<file path="src/rtl/core/hrpl_pkg.sv">
// ----------------------------------------------------------------------------
// hrpl_pkg
// shared sizes, codes, structs and helpers of the hex record page loader
// ----------------------------------------------------------------------------
`default_nettype none

package hrpl_pkg;

  localparam int PAGE_BYTES   = 128;
  localparam int RECORD_BYTES = 16;
  localparam int PAGE_WORDS   = (PAGE_BYTES + 1) / 2;
  localparam int PW_AW        = (PAGE_WORDS > 1) ? $clog2(PAGE_WORDS) : 1;
  localparam int PB_W         = $clog2(PAGE_BYTES + 1);
  localparam int RB_AW        = (RECORD_BYTES > 1) ? $clog2(RECORD_BYTES) : 1;
  localparam int RB_CW        = $clog2(RECORD_BYTES + 1);
  localparam int CFG_IW       = 3;

  // configuration register indexes
  typedef enum logic [CFG_IW-1:0] {
    CFG_START_CODE   = 3'd0,
    CFG_READY_CODE   = 3'd1,
    CFG_RESEND_CODE  = 3'd2,
    CFG_FINAL_TYPE   = 3'd3,
    CFG_BASE_ADDRESS = 3'd4
  } cfg_idx_t;

  // record parse phase
  typedef enum logic [2:0] {
    PH_IDLE,
    PH_LEN,
    PH_ADDR_A,
    PH_ADDR_B,
    PH_TYPE,
    PH_DATA,
    PH_CSUM,
    PH_OVER
  } phase_t;

  // sequencer state
  typedef enum logic [2:0] {
    SQ_PARSE,
    SQ_READY,
    SQ_COPY_RD,
    SQ_COPY_WR,
    SQ_COPY_DONE,
    SQ_FLUSH_RD,
    SQ_FLUSH_WR
  } seq_t;

  typedef struct packed {
    logic [7:0]  start_code;
    logic [7:0]  ready_code;
    logic [7:0]  resend_code;
    logic [7:0]  final_type;
    logic [15:0] base_address;
  } cfg_t;

  typedef struct packed {
    logic             wr_en;
    logic [RB_AW-1:0] wr_addr;
    logic [7:0]       wr_data;
    logic             rd_en;
    logic [RB_AW-1:0] rd_addr;
  } rec_cmd_t;

  typedef struct packed {
    logic             clear;
    logic             wr_en;
    logic [7:0]       wr_data;
    logic             rd_en;
    logic [PW_AW-1:0] rd_word;
  } pg_cmd_t;

  typedef struct packed {
    logic [PB_W-1:0] fill;
    logic            full;
    logic [15:0]     rd_data;
  } pg_stat_t;

  typedef struct packed {
    logic        tx_valid;
    logic [7:0]  tx_byte;
    logic        word_valid;
    logic [15:0] word_address;
    logic [15:0] flash_word;
    logic        page_end;
    logic        image_end;
    logic        last;
  } res_t;

  // reply-only result
  function automatic res_t mk_tx(input logic [7:0] code, input logic last);
    res_t r;
    r          = '0;
    r.tx_valid = 1'b1;
    r.tx_byte  = code;
    r.last     = last;
    return r;
  endfunction

endpackage

`default_nettype wire

</file>
<file path="src/rtl/core/hrpl_rec_store.sv">
// ----------------------------------------------------------------------------
// hrpl_rec_store
// record data buffer, one write and one registered read per cycle
// ----------------------------------------------------------------------------
`default_nettype none

module hrpl_rec_store
  import hrpl_pkg::*;
(
  input  wire logic     clk,
  input  wire rec_cmd_t cmd,
  output logic [7:0]    rd_data
);

  logic [7:0] mem [RECORD_BYTES];
  logic [7:0] rd_data_r;

  always_ff @(posedge clk) begin
    if (cmd.wr_en) begin
      mem[cmd.wr_addr] <= cmd.wr_data;
    end
    if (cmd.rd_en) begin
      rd_data_r <= mem[cmd.rd_addr];
    end
  end

  assign rd_data = rd_data_r;

endmodule

`default_nettype wire

</file>
<file path="src/rtl/core/hrpl_page_store.sv">
// ----------------------------------------------------------------------------
// hrpl_page_store
// page memory in 16-bit words with byte writes at the fill point
// ----------------------------------------------------------------------------
`default_nettype none

module hrpl_page_store
  import hrpl_pkg::*;
(
  input  wire logic    clk,
  input  wire logic    rst_n,
  input  wire pg_cmd_t cmd,
  output pg_stat_t     stat
);

  logic [15:0]      mem [PAGE_WORDS];
  logic [15:0]      raw_r;
  logic             lo_ok_r;
  logic             hi_ok_r;
  logic [PB_W-1:0]  fill_r;
  logic [PB_W-1:0]  fill_nxt;
  logic             full;
  logic             wr_go;
  logic [PW_AW-1:0] wr_word;
  logic [PB_W:0]    rd_lo_idx;

  assign full      = (fill_r >= PB_W'(PAGE_BYTES));
  assign wr_go     = cmd.wr_en && !full;
  assign wr_word   = PW_AW'(fill_r >> 1);
  assign rd_lo_idx = (PB_W + 1)'({cmd.rd_word, 1'b0});

  always_comb begin
    fill_nxt = fill_r;
    if (cmd.clear) begin
      fill_nxt = '0;
    end else if (wr_go) begin
      fill_nxt = fill_r + PB_W'(1);
    end
  end

  always_ff @(posedge clk) begin
    if (!rst_n) begin
      fill_r <= '0;
    end else begin
      fill_r <= fill_nxt;
    end
  end

  // bytes at or past the fill count read as zero, so no clearing pass
  always_ff @(posedge clk) begin
    if (wr_go && !fill_r[0]) begin
      mem[wr_word][7:0] <= cmd.wr_data;
    end
    if (wr_go && fill_r[0]) begin
      mem[wr_word][15:8] <= cmd.wr_data;
    end
    if (cmd.rd_en) begin
      raw_r   <= mem[cmd.rd_word];
      lo_ok_r <= rd_lo_idx < (PB_W + 1)'(fill_r);
      hi_ok_r <= (rd_lo_idx + (PB_W + 1)'(1)) < (PB_W + 1)'(fill_r);
    end
  end

  assign stat.fill    = fill_r;
  assign stat.full    = full;
  assign stat.rd_data = {hi_ok_r ? raw_r[15:8] : 8'd0, lo_ok_r ? raw_r[7:0] : 8'd0};

endmodule

`default_nettype wire

</file>
<file path="src/rtl/core/hrpl_ctrl.sv">
// ----------------------------------------------------------------------------
// hrpl_ctrl
// record parser, commit and flush sequencer, result register
// ----------------------------------------------------------------------------
`default_nettype none

module hrpl_ctrl
  import hrpl_pkg::*;
(
  input  wire logic       clk,
  input  wire logic       rst_n,
  input  wire cfg_t       cfg,
  input  wire logic       in_valid,
  output logic            in_stall,
  input  wire logic       in_kind,
  input  wire logic [7:0] in_rx_byte,
  output logic            out_valid,
  input  wire logic       out_stall,
  output res_t            out_res,
  output rec_cmd_t        rec_cmd,
  input  wire logic [7:0] rec_rd_data,
  output pg_cmd_t         pg_cmd,
  input  wire pg_stat_t   pg_stat
);

  phase_t           phase_r, phase_nxt;
  seq_t             seq_r, seq_nxt;
  logic [7:0]       len_r, len_nxt;
  logic [7:0]       cnt_r, cnt_nxt;
  logic [7:0]       sum_r, sum_nxt;
  logic [7:0]       type_r, type_nxt;
  logic [15:0]      flash_r, flash_nxt;
  logic [RB_CW-1:0] copy_r, copy_nxt;
  logic [PW_AW-1:0] word_r, word_nxt;
  logic             with_ready_r, with_ready_nxt;
  logic             final_r, final_nxt;
  logic             out_valid_r, out_valid_nxt;
  res_t             out_r, out_nxt;
  logic             out_free;
  logic             accept;
  logic             endw;
  logic [7:0]       csum_exp;
  logic [8:0]       cnt_inc;

  assign out_free = !out_valid_r || !out_stall;
  assign in_stall = (seq_r != SQ_PARSE) || !out_free;
  assign accept   = in_valid && !in_stall;
  assign endw     = (word_r == PW_AW'(PAGE_WORDS - 1));
  assign csum_exp = 8'(8'd0 - sum_r);
  assign cnt_inc  = {1'b0, cnt_r} + 9'd1;

  always_comb begin
    phase_nxt      = phase_r;
    seq_nxt        = seq_r;
    len_nxt        = len_r;
    cnt_nxt        = cnt_r;
    sum_nxt        = sum_r;
    type_nxt       = type_r;
    flash_nxt      = flash_r;
    copy_nxt       = copy_r;
    word_nxt       = word_r;
    with_ready_nxt = with_ready_r;
    final_nxt      = final_r;
    out_valid_nxt  = out_valid_r && out_stall;
    out_nxt        = out_r;
    rec_cmd        = '0;
    pg_cmd         = '0;

    case (seq_r)
      SQ_PARSE: begin
        if (accept && in_kind) begin
          // new session: drop record and page
          pg_cmd.clear  = 1'b1;
          flash_nxt     = cfg.base_address;
          phase_nxt     = PH_IDLE;
          len_nxt       = '0;
          cnt_nxt       = '0;
          sum_nxt       = '0;
          type_nxt      = '0;
          out_valid_nxt = 1'b1;
          out_nxt       = mk_tx(cfg.ready_code, 1'b1);
        end else if (accept) begin
          case (phase_r)
            PH_IDLE: begin
              if (in_rx_byte == cfg.start_code) begin
                phase_nxt = PH_LEN;
                sum_nxt   = '0;
                cnt_nxt   = '0;
              end
            end
            PH_LEN: begin
              len_nxt   = in_rx_byte;
              sum_nxt   = in_rx_byte;
              phase_nxt = PH_ADDR_A;
            end
            PH_ADDR_A: begin
              sum_nxt   = sum_r + in_rx_byte;
              phase_nxt = PH_ADDR_B;
            end
            PH_ADDR_B: begin
              sum_nxt   = sum_r + in_rx_byte;
              phase_nxt = PH_TYPE;
            end
            PH_TYPE: begin
              type_nxt  = in_rx_byte;
              phase_nxt = (len_r != 8'd0) ? PH_DATA : PH_CSUM;
            end
            PH_DATA: begin
              if (cnt_r < 8'(RECORD_BYTES)) begin
                rec_cmd.wr_en   = 1'b1;
                rec_cmd.wr_addr = cnt_r[RB_AW-1:0];
                rec_cmd.wr_data = in_rx_byte;
              end
              sum_nxt = sum_r + in_rx_byte;
              cnt_nxt = cnt_inc[7:0];
              if (cnt_inc >= {1'b0, len_r}) begin
                phase_nxt = PH_CSUM;
              end
            end
            PH_CSUM: begin
              phase_nxt = PH_IDLE;
              if (type_r == cfg.final_type) begin
                // final record: flush whole page, no reply
                phase_nxt      = PH_OVER;
                with_ready_nxt = 1'b0;
                final_nxt      = 1'b1;
                word_nxt       = '0;
                seq_nxt        = SQ_FLUSH_RD;
              end else if (len_r > 8'(RECORD_BYTES) || csum_exp != in_rx_byte) begin
                out_valid_nxt = 1'b1;
                out_nxt       = mk_tx(cfg.resend_code, 1'b0);
                seq_nxt       = SQ_READY;
              end else if (len_r == 8'd0) begin
                out_valid_nxt = 1'b1;
                out_nxt       = mk_tx(cfg.ready_code, 1'b1);
              end else begin
                copy_nxt = '0;
                seq_nxt  = SQ_COPY_RD;
              end
            end
            PH_OVER: begin
              // session over, bytes ignored
            end
            default: begin
            end
          endcase
        end
      end
      SQ_READY: begin
        if (out_free) begin
          out_valid_nxt = 1'b1;
          out_nxt       = mk_tx(cfg.ready_code, 1'b1);
          seq_nxt       = SQ_PARSE;
        end
      end
      SQ_COPY_RD: begin
        rec_cmd.rd_en   = 1'b1;
        rec_cmd.rd_addr = copy_r[RB_AW-1:0];
        seq_nxt         = SQ_COPY_WR;
      end
      SQ_COPY_WR: begin
        pg_cmd.wr_en   = 1'b1;
        pg_cmd.wr_data = rec_rd_data;
        copy_nxt       = copy_r + RB_CW'(1);
        seq_nxt        = (8'(copy_r) + 8'd1 == len_r) ? SQ_COPY_DONE : SQ_COPY_RD;
      end
      SQ_COPY_DONE: begin
        if (pg_stat.full) begin
          with_ready_nxt = 1'b1;
          final_nxt      = 1'b0;
          word_nxt       = '0;
          seq_nxt        = SQ_FLUSH_RD;
        end else begin
          seq_nxt = SQ_READY;
        end
      end
      SQ_FLUSH_RD: begin
        pg_cmd.rd_en   = 1'b1;
        pg_cmd.rd_word = word_r;
        seq_nxt        = SQ_FLUSH_WR;
      end
      SQ_FLUSH_WR: begin
        if (out_free) begin
          out_valid_nxt        = 1'b1;
          out_nxt              = '0;
          out_nxt.tx_valid     = with_ready_r && endw;
          out_nxt.tx_byte      = (with_ready_r && endw) ? cfg.ready_code : 8'd0;
          out_nxt.word_valid   = 1'b1;
          out_nxt.word_address = flash_r + 16'({word_r, 1'b0});
          out_nxt.flash_word   = pg_stat.rd_data;
          out_nxt.page_end     = endw;
          out_nxt.image_end    = final_r;
          out_nxt.last         = endw;
          if (endw) begin
            pg_cmd.clear = 1'b1;
            flash_nxt    = flash_r + 16'(PAGE_BYTES);
            seq_nxt      = SQ_PARSE;
          end else begin
            word_nxt = word_r + PW_AW'(1);
            seq_nxt  = SQ_FLUSH_RD;
          end
        end
      end
      default: begin
        seq_nxt = SQ_PARSE;
      end
    endcase
  end

  always_ff @(posedge clk) begin
    if (!rst_n) begin
      phase_r     <= PH_IDLE;
      seq_r       <= SQ_PARSE;
      len_r       <= '0;
      cnt_r       <= '0;
      sum_r       <= '0;
      type_r      <= '0;
      flash_r     <= '0;
      out_valid_r <= 1'b0;
    end else begin
      phase_r     <= phase_nxt;
      seq_r       <= seq_nxt;
      len_r       <= len_nxt;
      cnt_r       <= cnt_nxt;
      sum_r       <= sum_nxt;
      type_r      <= type_nxt;
      flash_r     <= flash_nxt;
      out_valid_r <= out_valid_nxt;
    end
  end

  always_ff @(posedge clk) begin
    copy_r       <= copy_nxt;
    word_r       <= word_nxt;
    with_ready_r <= with_ready_nxt;
    final_r      <= final_nxt;
    out_r        <= out_nxt;
  end

  assign out_valid = out_valid_r;
  assign out_res   = out_r;

endmodule

`default_nettype wire

</file>
<file path="src/rtl/core/hex_record_page_loader_top.sv">
// ----------------------------------------------------------------------------
// hex_record_page_loader_top
// binary hex record receiver that assembles flash pages and emits words
// ----------------------------------------------------------------------------
// Each input transaction carries one received link byte (kind 0) or a
// session restart (kind 1). Records are start code, length, two address
// bytes, type, data and checksum; a good record's data is appended to the
// page memory and answered with the ready code, a bad or over-long record
// (length above 16) gets the resend code and then ready. A full page, or a
// record of the final type, is emitted as one result per 16-bit little-endian
// word with its flash byte address; the last word of the page carries
// page_end and last, and on a full-page flush also the ready reply. A good
// record is committed by a copy sweep over its data bytes, each a record
// buffer read and then a page memory write. A page flush reads the page
// memory through its single read port, one word after another, for the 64
// words. No input is taken while a commit or flush runs or while the
// result register is stalled. The page memory needs no clearing pass after
// reset: bytes beyond the fill count read as zero. Configuration writes are
// always taken (cfg_ready stays high) and belong in idle periods.
// ----------------------------------------------------------------------------
`default_nettype none

module hex_record_page_loader_top
  import hrpl_pkg::*;
(
  input  wire logic              clk,
  input  wire logic              rst_n,
  // input transactions
  input  wire logic              in_valid,
  output logic                   in_stall,
  input  wire logic              in_kind,
  input  wire logic [7:0]        in_rx_byte,
  // result transactions
  output logic                   out_valid,
  input  wire logic              out_stall,
  output logic                   out_tx_valid,
  output logic [7:0]             out_tx_byte,
  output logic                   out_word_valid,
  output logic [15:0]            out_word_address,
  output logic [15:0]            out_flash_word,
  output logic                   out_page_end,
  output logic                   out_image_end,
  output logic                   out_last,
  // configuration writes
  input  wire logic              cfg_valid,
  output logic                   cfg_ready,
  input  wire logic [CFG_IW-1:0] cfg_index,
  input  wire logic [15:0]       cfg_data
);

  cfg_t     cfg_r, cfg_nxt;
  res_t     res;
  rec_cmd_t rec_cmd;
  logic [7:0] rec_rd_data;
  pg_cmd_t  pg_cmd;
  pg_stat_t pg_stat;

  // config registers, writes beyond the list are dropped
  assign cfg_ready = 1'b1;

  always_comb begin
    cfg_nxt = cfg_r;
    if (cfg_valid && cfg_ready) begin
      case (cfg_index)
        CFG_START_CODE:   cfg_nxt.start_code   = cfg_data[7:0];
        CFG_READY_CODE:   cfg_nxt.ready_code   = cfg_data[7:0];
        CFG_RESEND_CODE:  cfg_nxt.resend_code  = cfg_data[7:0];
        CFG_FINAL_TYPE:   cfg_nxt.final_type   = cfg_data[7:0];
        CFG_BASE_ADDRESS: cfg_nxt.base_address = cfg_data;
        default: begin
        end
      endcase
    end
  end

  always_ff @(posedge clk) begin
    if (!rst_n) begin
      cfg_r.start_code   <= 8'd58;
      cfg_r.ready_code   <= 8'd10;
      cfg_r.resend_code  <= 8'd11;
      cfg_r.final_type   <= 8'd1;
      cfg_r.base_address <= 16'd0;
    end else begin
      cfg_r <= cfg_nxt;
    end
  end

  // parser and commit / flush sequencer
  hrpl_ctrl u_ctrl (
    .clk         (clk),
    .rst_n       (rst_n),
    .cfg         (cfg_r),
    .in_valid    (in_valid),
    .in_stall    (in_stall),
    .in_kind     (in_kind),
    .in_rx_byte  (in_rx_byte),
    .out_valid   (out_valid),
    .out_stall   (out_stall),
    .out_res     (res),
    .rec_cmd     (rec_cmd),
    .rec_rd_data (rec_rd_data),
    .pg_cmd      (pg_cmd),
    .pg_stat     (pg_stat)
  );

  // data bytes of the record being received
  hrpl_rec_store u_rec (
    .clk     (clk),
    .cmd     (rec_cmd),
    .rd_data (rec_rd_data)
  );

  // page being assembled, with its fill count
  hrpl_page_store u_page (
    .clk   (clk),
    .rst_n (rst_n),
    .cmd   (pg_cmd),
    .stat  (pg_stat)
  );

  assign out_tx_valid     = res.tx_valid;
  assign out_tx_byte      = res.tx_byte;
  assign out_word_valid   = res.word_valid;
  assign out_word_address = res.word_address;
  assign out_flash_word   = res.flash_word;
  assign out_page_end     = res.page_end;
  assign out_image_end    = res.image_end;
  assign out_last         = res.last;

endmodule

`default_nettype wire

</file>
<file path="config.mk">
export PLATFORM = sky130hd
export DESIGN_NAME = hex_record_page_loader_top
export DESIGN_NICKNAME = d
export VERILOG_FILES = /design/src/rtl/core/hrpl_pkg.sv /design/src/rtl/core/hrpl_rec_store.sv /design/src/rtl/core/hrpl_page_store.sv /design/src/rtl/core/hrpl_ctrl.sv /design/src/rtl/core/hex_record_page_loader_top.sv
export SDC_FILE = /design/constraint.sdc
export NUM_CORES = 2
export LEC_CHECK = 0
export BUFFER_PORTS_ARGS = -buffer_cell sky130_fd_sc_hd__buf_4
export CAP_MARGIN = 25
export CORE_MARGIN = 3
export CORE_UTILIZATION = 30
export DETAILED_ROUTE_END_ITERATION = 7
export SKIP_CTS_REPAIR_TIMING = 1
export SYNTH_ARGS = -nofsm -noshare
export SYNTH_HDL_FRONTEND = slang
export SYNTH_HIERARCHICAL = 1
export SYNTH_SLANG_ARGS = --single-unit
</file>
<file path="constraint.sdc">
create_clock -name clk -period 7 [get_ports clk]
set_input_delay 1.4 -clock clk [delete_from_list [all_inputs] [get_ports clk]]
set_output_delay 1.4 -clock clk [all_outputs]
set_load 0.05 [all_outputs]
</file>
==> impl_metrics.py <==
metrics = {
    "status": {
        "status": "finished, final reports clean",
    },
    "placed_design": {
        "pre_cts_ws_ns": 1.90,
        "place.port_buffers": 79,
        "dp_hpwl_microns": 81600,
        "place.gp.congestion": 0.803,
    },
    "timing": {
        "slew_viol_final": 0,
        "worstMarginPinSlew_ns": 1.08,
        "setup_ws_ns": 2.53,
        "fin_setup_tns_ns": 0,
        "hold_viol": 0,
        "setup_viol_count_final": 0,
        "fmax_ghz": 0.224,
        "slew_headroom_pct": 27.6,
        "hold_slack_ns": 0.453,
        "period_share_pct": 63.8,
        "rsz0062_at_grt": "no",
        "fin_crit_ns": 4.47,
        "finClkSkew_ns": 0.0388,
    },
    "grt": {
        "grt_first_pass_wirelength_microns": 195000,
        "grt_max_degree": 97,
        "grtUsageTotal_pct": 13.8,
        "antenna_found_initial": 5,
        "grt_overflow": 0,
        "grt_pass1_vias": 29200,
    },
    "synthesis": {
        "synth-seq-cells": 1347,
        "yosysWarnings": 6,
        "syn_inst": 3168,
        "yosysUniqueCellTypes": 81,
        "syn_area_per_cell_sq_um": 17.3,
        "syn_area_sq_um": 54800,
        "ys_async_sr_fraction_pct": 0,
        "synth_flop_cell": "edfxtp_1",
        "synth_fp_nets": 3237,
        "synth_edf_count": 1236,
        "yosysSeqAreaShare_pct": 71.8,
    },
    "floorplanning": {
        "die_h_microns": 433,
        "row_count": 156,
        "die-area_sq_um": 188000,
        "die_w_microns": 433,
        "io_pins": 81,
        "start_util_pct": 30.2,
        "coreArea_sq_um": 181000,
    },
    "clocking": {
        "root_buffer": "clkbuf_16",
        "path_clk_slew_ns": 0.06,
        "cts_tree": "yes",
        "cts-htree-levels": 4,
        "clock_path_buffers": 3,
        "numClockSinks": 1347,
        "cts_buffers": 139,
        "worst_skew_pair.late_latency_ns": 0.77,
    },
    "power_and_ir_drop": {
        "p_comb_share_pct": 1.3,
        "swShare_pct": 20.1,
        "p_clk_share_pct": 44.6,
        "power.switching_w": 0.00323,
        "power-per-cell-area_nw_per_um2": 257,
        "power_leakage_nw": 17.1,
        "intPower_w": 0.0128,
        "peakVddDrop_v": 0.000246,
        "seq_power_share_pct": 54.1,
        "power_w": 0.0161,
    },
    "routing": {
        "firstDrtPassIters": 5,
        "drtIter0Drc": 2846,
        "ant_nets": 0,
        "vias": 29100,
        "routedWlPerCell_microns": 22.7,
        "route.detailed.drc": 0,
        "wl_microns": 131000,
        "routed_via_density": 5.07,
    },
    "finish": {
        "post_route_cells_drive_above_1_share_pct": 20.4,
        "seq_area_sq_um": 39300,
        "final_cell_mix": "edfxtp_1, nor2_1, mux4_2",
        "multiInputGateArea_sq_um": 14500,
        "layout_commonest_cell": "edfxtp_1",
        "area_growth_pct": 14.1,
        "final_nets": 3344,
        "n_fill_cell": 17000,
    },
    "setup_path": {
        "crit_buf_inv": 3,
        "max_stage_delay_ns": 0.79,
        "slowest_stage": "nor2_1",
        "crit_chain": "nand2b_1, nor2_2, buf_4, and2_1, buf_4, clkinv_1, nor2_1, nand4_1, and4_1",
        "critPathKind": "reg2reg",
        "cp_common_cell": "buf_4",
        "critPathRequiredTime_ns": 7.51,
        "critPathLaunchType": "register",
        "end_kind": "register",
        "cp.arrival_ns": 4.98,
        "critPathMaxFanout": 23,
        "cpLargestDelayFamily": "simple AND/OR/NAND/NOR gates",
    },
    "run": {
        "max-cap-violations": 0,
    },
    "hold_path": {
        "hold_path.class": "reg2reg",
    },
}
[layer usage]
| metal | GRT usage (%) | vias to the layer above | wire, microns |
|---|---|---|---|
| met5 | 0 | - | 12 |
| met4 | 4.15 | 2 | 3270 |
| met3 | 2.59 | 203 | 8460 |
| met2 | 22.6 | 1016 | 63900 |
| met1 | 18.6 | 15200 | 55100 |
| li1 | - | 12700 | - |
[kinds of logic (layout without fill, tap and decap cells)]
logic type,Yosys count,count (layout),synth area share [%]
flip-flops,1347,1347,71.8
AND/OR/NAND/NOR,806,806,7.05
multiplexers,406,406,13.5
AO/OA/AOI/OAI,307,307,3.87
buffers and inverters,202,414,1.86
XOR/XNOR,63,63,1.01
adder cells (fa/ha/maj),36,36,0.850
other,1,2,0.00685
[tightest hold or removal path, cell delays in order, from the launching register on]
cell	delay, ns
dfxtp_1	0.30
nand2_1	0.05
a21oi_1	0.05
[layout make-up]
type                       count  share of cell area (%)
sequential                  1347                    63.0
multi-input combinational   1619                    23.2
clock buffer                 180                    6.03
tap                         2370                    4.75
timing repair buffer         136                    1.81
clock inverter                66                    1.04
inverter                      32                   0.192
antenna                        1                 0.00401
[through the flow]
| stage | cell area (sq um) | util [%] | cells |
|---|---|---|---|
| finish | 62500 | 34.5 | 5751 |
| CTS | 62400 | 34.5 | 5743 |
| global placement | 57900 | 32.0 | 5488 |
| floorplan | 54800 | - | 3168 |
| global route | 62500 | 34.5 | 5751 |
| detailed placement | 58000 | 32.0 | 5497 |
[synth_stat cells, drive strengths merged, types with 4 or more instances]
master / count / area (sq um)
mux4: 255 / 5800
dfxtp: 111 / 2220
buf: 99 / 616
a211oi: 9 / 67.6
edfxtp: 1236 / 37100
and2: 62 / 388
a21boi: 4 / 30.0
o21ai: 36 / 180
or3: 7 / 43.8
xnor2: 35 / 307
nand3: 96 / 485
a21oi: 53 / 269
mux2i: 75 / 751
nor4: 7 / 50.1
nor3: 38 / 195
and4: 6 / 52.6
o31ai: 15 / 113
nand2b: 16 / 100
or4: 5 / 45.0
a221oi: 11 / 96.3
mux2: 76 / 856
a22oi: 103 / 773
clkbuf: 68 / 255
o22ai: 23 / 144
ha: 34 / 425
a31oi: 11 / 68.8
nand2: 184 / 693
and3: 25 / 156
a211o: 5 / 43.8
a222oi: 5 / 50.1
nor2: 271 / 1020
nor3b: 4 / 30.0
inv: 29 / 109
nand4: 27 / 169
a21o: 8 / 60.1
nor2b: 39 / 244
xor2: 28 / 245
[power by group through the flow]
stage	clock [W]	sequential (W)	combinational (W)
final	0.00717	0.00868	0.000206
after global routing	0.00767	0.00868	0.000224
after CTS	0.00734	0.00868	0.000207
after detailed placement	0	0.00886	0.000206
after global placement	0	0.00885	0.000204
after floorplan	0	0.00887	0.000116
[state kept, by name (all words and copies together), names as in the netlist, 5 cells and up]
register and flops:
u_page/mem 1024, u_rec/mem 128, cfg_r 48, u_ctrl/out_res 45, u_ctrl/flash_r 16, u_page/raw_r 16
u_ctrl/cnt_r 8, u_ctrl/len_r 8, u_ctrl/sum_r 8, u_ctrl/type_r 8, u_page/fill_r 8, u_rec/rd_data 8
u_ctrl/word_r 6, u_ctrl/copy_r 5
[worst paths after layout]
path / start / endpoint / slack [ns] / cells past startpoint
worst min-delay path: u_ctrl/flash_r[0]$_SDFFE_PN0P_ / u_ctrl/flash_r[0]$_SDFFE_PN0P_ / 0.45 / 2
worst max-delay path: u_ctrl/seq_r[2]$_SDFFE_PN0P_ / u_page/raw_r[12]$_DFFE_PP_ / 2.53 / 9
worst max register to register: u_ctrl/seq_r[2]$_SDFFE_PN0P_ / u_page/raw_r[12]$_DFFE_PP_ / 2.53 / 9
worst min register to register: u_ctrl/flash_r[0]$_SDFFE_PN0P_ / u_ctrl/flash_r[0]$_SDFFE_PN0P_ / 0.45 / 2
No activity file was read; power rests on OpenSTA's default activity.
